==> src/rtl/ffa_pkg.sv <==
// ffa_pkg: shared constants, result codes, fsm states and the command/status
// structs that join the allocator controller and datapath. no dependencies.
package ffa_pkg;

    localparam int unsigned ARENA_BYTES = 1024 * 64;
    localparam int unsigned ALIGN_BYTES = 16;
    localparam int unsigned HDR_BYTES   = 16;
    localparam int unsigned SPLIT_SLACK = 16;

    localparam int unsigned ALIGN_SHIFT = $clog2(ALIGN_BYTES);
    localparam int unsigned HDR_ALIGNED =
        ((HDR_BYTES + ALIGN_BYTES - 1) / ALIGN_BYTES) * ALIGN_BYTES;
    localparam int unsigned HDR_GRANS   = HDR_ALIGNED / ALIGN_BYTES;
    localparam int unsigned SPLIT_GRANS =
        (HDR_ALIGNED + SPLIT_SLACK + ALIGN_BYTES - 1) / ALIGN_BYTES;
    localparam int unsigned GRAN_COUNT  = ARENA_BYTES / ALIGN_BYTES;
    localparam int unsigned ADDR_W      = $clog2(GRAN_COUNT);
    localparam int unsigned IDX_W       = $clog2(GRAN_COUNT + 1);
    localparam int unsigned NULL_IDX    = GRAN_COUNT;

    localparam int unsigned BYTES_W  = 17;
    localparam int unsigned OFFSET_W = 16;
    localparam int unsigned NEED_W   = BYTES_W + 1;

    typedef enum logic [1:0] {
        RES_GRANTED  = 2'd0,
        RES_NOFIT    = 2'd1,
        RES_RELEASED = 2'd2,
        RES_IGNORED  = 2'd3
    } ffa_result_t;

    typedef enum logic [2:0] {
        ST_IDLE,
        ST_DISPATCH,
        ST_WALK,
        ST_CHECK,
        ST_SPLIT,
        ST_DONE
    } ffa_state_t;

    typedef struct packed {
        logic        start;
        logic        rd;
        logic        advance;
        logic        split_a;
        logic        split_b;
        logic        unlink;
        logic        release_wr;
        logic        set_code;
        ffa_result_t code;
        logic        result_load;
    } ffa_cmd_t;

    typedef struct packed {
        logic is_release;
        logic rel_ok;
        logic walk_end;
        logic fit;
        logic split_ok;
        logic out_free;
    } ffa_stat_t;

endpackage

==> src/rtl/ffa_ctrl.sv <==
// ffa_ctrl: allocator state machine, sequences header reads and writes.
// depends on ffa_pkg for states, result codes and the cmd/status structs.
module ffa_ctrl (
    input  logic              clk,
    input  logic              rst_n,
    input  logic              in_valid,
    output logic              in_ready,
    input  ffa_pkg::ffa_stat_t stat,
    output ffa_pkg::ffa_cmd_t  cmd
);
    import ffa_pkg::*;

    ffa_state_t state_reg;
    ffa_state_t state_next;

    always_ff @(posedge clk or negedge rst_n)
    begin
        if (!rst_n)
        begin
            state_reg <= ST_IDLE;
        end
        else
        begin
            state_reg <= state_next;
        end
    end

    always_comb
    begin
        state_next = state_reg;
        cmd        = '0;
        cmd.code   = RES_GRANTED;
        in_ready   = 1'b0;
        case (state_reg)
            ST_IDLE:
            begin
                in_ready = 1'b1;
                if (in_valid)
                begin
                    cmd.start  = 1'b1;
                    state_next = ST_DISPATCH;
                end
            end
            ST_DISPATCH:
            begin
                if (stat.is_release)
                begin
                    cmd.set_code = 1'b1;
                    if (stat.rel_ok)
                    begin
                        cmd.release_wr = 1'b1;
                        cmd.code       = RES_RELEASED;
                    end
                    else
                    begin
                        cmd.code = RES_IGNORED;
                    end
                    state_next = ST_DONE;
                end
                else
                begin
                    state_next = ST_WALK;
                end
            end
            ST_WALK:
            begin
                if (stat.walk_end)
                begin
                    cmd.set_code = 1'b1;
                    cmd.code     = RES_NOFIT;
                    state_next   = ST_DONE;
                end
                else
                begin
                    cmd.rd     = 1'b1;
                    state_next = ST_CHECK;
                end
            end
            ST_CHECK:
            begin
                if (stat.fit)
                begin
                    if (stat.split_ok)
                    begin
                        cmd.split_a = 1'b1;
                        state_next  = ST_SPLIT;
                    end
                    else
                    begin
                        cmd.unlink   = 1'b1;
                        cmd.set_code = 1'b1;
                        cmd.code     = RES_GRANTED;
                        state_next   = ST_DONE;
                    end
                end
                else
                begin
                    cmd.advance = 1'b1;
                    state_next  = ST_WALK;
                end
            end
            ST_SPLIT:
            begin
                cmd.split_b  = 1'b1;
                cmd.set_code = 1'b1;
                cmd.code     = RES_GRANTED;
                state_next   = ST_DONE;
            end
            ST_DONE:
            begin
                if (stat.out_free)
                begin
                    cmd.result_load = 1'b1;
                    state_next      = ST_IDLE;
                end
            end
            default:
            begin
                state_next = ST_IDLE;
            end
        endcase
    end

endmodule

==> config.mk <==
export PLATFORM = sky130hd
export DESIGN_NAME = ffa_ctrl
export DESIGN_NICKNAME = d
export VERILOG_FILES = /design/src/rtl/ffa_pkg.sv /design/src/rtl/ffa_ctrl.sv
export SDC_FILE = /design/constraint.sdc
export NUM_CORES = 1
export LEC_CHECK = 0
export ABC_CLOCK_PERIOD_IN_PS = 1000
export BUFFER_PORTS_ARGS = -buffer_cell sky130_fd_sc_hd__clkbuf_2
export CAP_MARGIN = 20
export CORE_MARGIN = 10
export CORE_UTILIZATION = 25
export DETAILED_ROUTE_END_ITERATION = 16
export PLACE_DENSITY = 0.5
export SYNTH_ARGS = -nofsm -noshare
export SYNTH_HDL_FRONTEND = slang
export SYNTH_SLANG_ARGS = --single-unit
==> constraint.sdc <==
create_clock -name clk -period 1 [get_ports clk]
set_input_delay 0.1 -clock clk [delete_from_list [all_inputs] [get_ports clk]]
set_output_delay 0.1 -clock clk [all_outputs]
set_load 0.1 [all_outputs]
# Word level (Yosys, flattened, before mapping)
# Cells that the tools add are included.
[classes]
addsub = 0
mul = 0
div_mod_pow = 0
order_cmp = 0
n_eq_ne = 7
shifts = 0
n_mux = 30
bitwise = 0
reduce_logical = 2
[op_table]
columns = ["operator", "count"]
rows = [
  ["3-bit 2-to-1 mux", 8],
  ["1-bit 2-to-1 mux", 18],
  ["3-bit one-hot mux with 6 select lines", 1],
  ["3-bit one-hot mux with 4 select lines", 1],
  ["3-bit by 2-bit == test with 1-bit output, second input constant", 2],
  ["3-bit == test, second input constant", 2],
  ["4-bit 2-to-1 mux", 1],
  ["2-bit inequality test, second input constant", 2],
  ["3-bit by 1-bit == test with 1-bit output, second input constant", 1],
  ["3-bit logical NOT", 1],
  ["2-bit 2-to-1 mux", 1],
  ["2-bit AND reduction", 1],
]
[totals]
reg_bits = 3
latch_bits = 0
ramBits = 0
romBits = 0
inputBits = 9
output_inout_bits = 12
elab_cells = 40
memories = 0

# Longest topological paths before layout
[logic_depth]
depth_word = 3
mapped_depth = 4
ltp_nobuf = 3

# Worst setup path before layout
# No wires, ideal clock.
[synth_path]
path_type = "flip-flop to output port"
from = "register state_reg[1]"
to = "output port cmd[3] (netlist bit)"
arrival_time_ns = 3.684
t_required_ns = 0.900
slack_ns = -2.784
path_stages_with_launch = 4
path_cell_list = "dfrtp_1 buf_6 nor3_1 a311o_1"
[synth_lines]
columns = ["element", "line_no", "source"]
rows = [
  ["from (decl)", "ffa_ctrl.sv:13", "ffa_state_t state_reg;"],
  ["from (signal assigned)", "ffa_ctrl.sv:24", "state_reg <= state_next;"],
  ["to (decl)", "ffa_ctrl.sv:9", "output ffa_pkg::ffa_cmd_t cmd"],
]

==> metrics.md <==
| Metric | Value |
|---|---|
| CTS max path bufs | 2 |
| Max reg flops | 3 |
| Initial antenna violation count | 0 |
| Fin worst setup slack | -0.503 ns |
| CTS clock-pin slew for the worst setup and hold paths | 0.04 ns |
| Tot Pwr | about 3.9 mW |
| Startpoint Class | register |
| Die area | 0.00329 mm^2 |
| Vias in the first global route | 559 |
| Critical path arrival | 1.40 ns |
| Total number of vias | 510 |
| Layout cells sized above 1 | 0.813 |
| Dpl cell area | 878 um^2 |
| Area grow syn2layout | 192% |
| Core Area | about 0.0013 mm^2 |
| Reg2reg setup slack | -0.31 ns |
| Crit path max fanout | 5 |
| Final HPWL DP | 1.15 mm |
| First-pass detailed-route iteration total | 4 |
| Drt wl/cell | between 10 and 15 um |
| Clock Skew | roughly 0.012 ns |
| Worst Hold Class | primary input to async pin |
| Post-synth cell types | 25 |
| Seq/Total Area, Yosys | 0.215 |
| Setup violations, final | 15 |
| Routability cong. | 0.849 |
| Ant diodes | 0 |
| Initial Util | 0.268 |
| Synthesized Nets | 51 |
| Endpoint class of the critical path | output pin |
| CTS tree | built |
| Post-route DRC | 0 |
| Crit path buffers/inverters | 2 |
| Violated checks | negative setup slack |
| Post-Syn Area | 349 um^2 |
| Final instance area | 0.00102 mm^2 |
| Most common cell after layout, fill and taps aside | buf_4 |
| Largest net degree at the start of global routing | 8 |
| Inserted Clock Buffers | 3 |
| Iter 0 DRT Violations | 9 |
| Worst-margin pin slew | 0.324 ns |
| Post-route ant nets | 0 |
| Cells along the critical path | inv_4, nor3_4, a311o_2, buf_12 |
| H-tree levels | 1 |
| Worst relative slew slack | 0.783 |
| Root Buffer | clkbuf_4 |
| RSZ-0062 raised after global routing | true |
| CP max stage delay | 0.45 ns |
| Critical path's slowest cell | dfrtp_2 |
| Most used DFF post-synth | dfrtp_1 |
| Largest vdd supply drop | 0.00236 V |
| Die H | 57.4 um |
| Status | finished with violations |
| # port buffers | 20 |
| Nets | about 100 |
| Final Hold Vio Count | 0 |
| Pwr/cell area | between 3000 and 4000 mW/mm^2 |
| Congestion Overflow GR | 0 |
| Vias/cell | 4.81 |
| Max Freq | 0.665 GHz |
| WL final | 1.56 mm |
| Gate Count Post-Synth | 42 |
| Commonest cells after routing, fill and taps aside | buf_4 (17), buf_12 (12), buf_6 (10), clkbuf_2 (8), nor2_4 (4) |
| Max-Cap Viols | 0 |
| Worst path top cell family by delay | flip-flops |
| FF+latch count, synth | 3 |
| Final period util | 1.50 |
| Fillers | 82 |
| Sink Count | 3 |
| # rows | 13 |
| WP data required | 0.90 ns |
| Synth async-reset ratio | 1.00 |
| I/O Pins | 21 |
| Syn. warnings | 0 |
| Min cycle time layout | 1.50 ns |
| Setup CP Type | register to output pin |
| Final Max Tran Viols | 0 |
| Clock Latency Late Sink | 0.26 ns |
| Total GRT Usage | 0.0968 |
| First-pass GRT wire length | 2.61 mm |
| Leak Pwr | approximately 0.46 nW |
| Number of synthesized flops with an enable pin | 0 |
| Syn_area_per_cell | between 8 and 9 um^2 |
| Die Width | 57.4 um |
[cell type report]
cell class / count / area (um^2) / share of cell area
clock buffer: 4 / 26.3 / 0.0257
multi-input combinational: 33 / 353 / 0.346
tap: 15 / 18.8 / 0.0184
sequential: 3 / 78.8 / 0.0772
inverter: 3 / 13.8 / 0.0135
timing repair buffer: 48 / 531 / 0.520
[worst reg2reg max path: stages (launching register included)]
cell and delay, ns:
dfrtp_2 0.45, buf_6 0.15, buf_6 0.12, mux2i_4 0.18, o211ai_1 0.17, o211a_1 0.16
[path summary, 6_finish.rpt]
kind / startpoint / endpoint / cells after the start
min: rst_n / state_reg[1] / 2
min in group clk: stat[0] / state_reg[0] / 3
max reg2reg: state_reg[1] / state_reg[2] / 5
min reg2reg: state_reg[2] / state_reg[1] / 3
max in group asynchronous: rst_n / state_reg[0] / 2
max: state_reg[2] / cmd[3] / 4
[timing repair]
| item | 4_1_cts | 5_1_grt |
|---|---|---|
| setup endpoints to repair | 15 | 15 |
| setup buffers | 4 | 2 |
| hold buffers | 1 | 0 |
| pin swaps | 8 | 8 |
| resized for setup | 12 | 6 |
| endpoints found under the hold margin | 3 | 0 |
[stage by stage]
step	setup TNS [ns]	cells	hold slack (ns)	util	setup slack, ns
final	-5.94	106	0.172	0.785	-0.503
after global routing	-6.47	106	0.196	0.785	-0.528
after CTS	-5.82	105	0.183	0.758	-0.489
after detailed placement	-2.84	96	-0.0982	0.675	-0.271
after global placement	-2.57	96	-0.0992	0.675	-0.236
after floorplan	-8.25	42	-0.196	-	-1.10
[cell families after synthesis]
family                 synth area share
and+or+nand+nor                   0.380
DFF                               0.215
AOI/OAI and AO/OA                 0.240
buffers and inverters             0.108
muxes                            0.0573
[Yosys cell counts, drive strengths merged, types with 2 or more instances]
cell | n | area (um^2)
nor2 | 7 | 28.8
nor3 | 3 | 15.0
nand2 | 2 | 7.51
inv | 3 | 11.3
dfrtp | 3 | 75.1
mux2i | 2 | 20.0
buf | 3 | 26.3
nand2b | 2 | 12.5
and2 | 2 | 12.5
a21oi | 2 | 10.0
nand3b | 2 | 22.5
[report_power, final]
| group | switching, mW | total [mW] | internal, mW |
|---|---|---|---|
| sequential | 0.111 | 0.306 | 0.195 |
| clock | 0.0878 | 0.239 | 0.151 |
| combinational | 1.82 | 3.31 | 1.48 |
| total | 2.02 | 3.85 | 1.83 |
[metal layers]
| metal | GRT usage | routed length, um | vias to the layer above |
|---|---|---|---|
| met5 | 0 | 0 | - |
| met3 | 0.0221 | 93 | 2 |
| met2 | 0.170 | 876 | 13 |
| li1 | - | - | 252 |
| met4 | 0.0503 | 21 | 0 |
| met1 | 0.104 | 570 | 243 |
(Power assumes the default switching activity.)
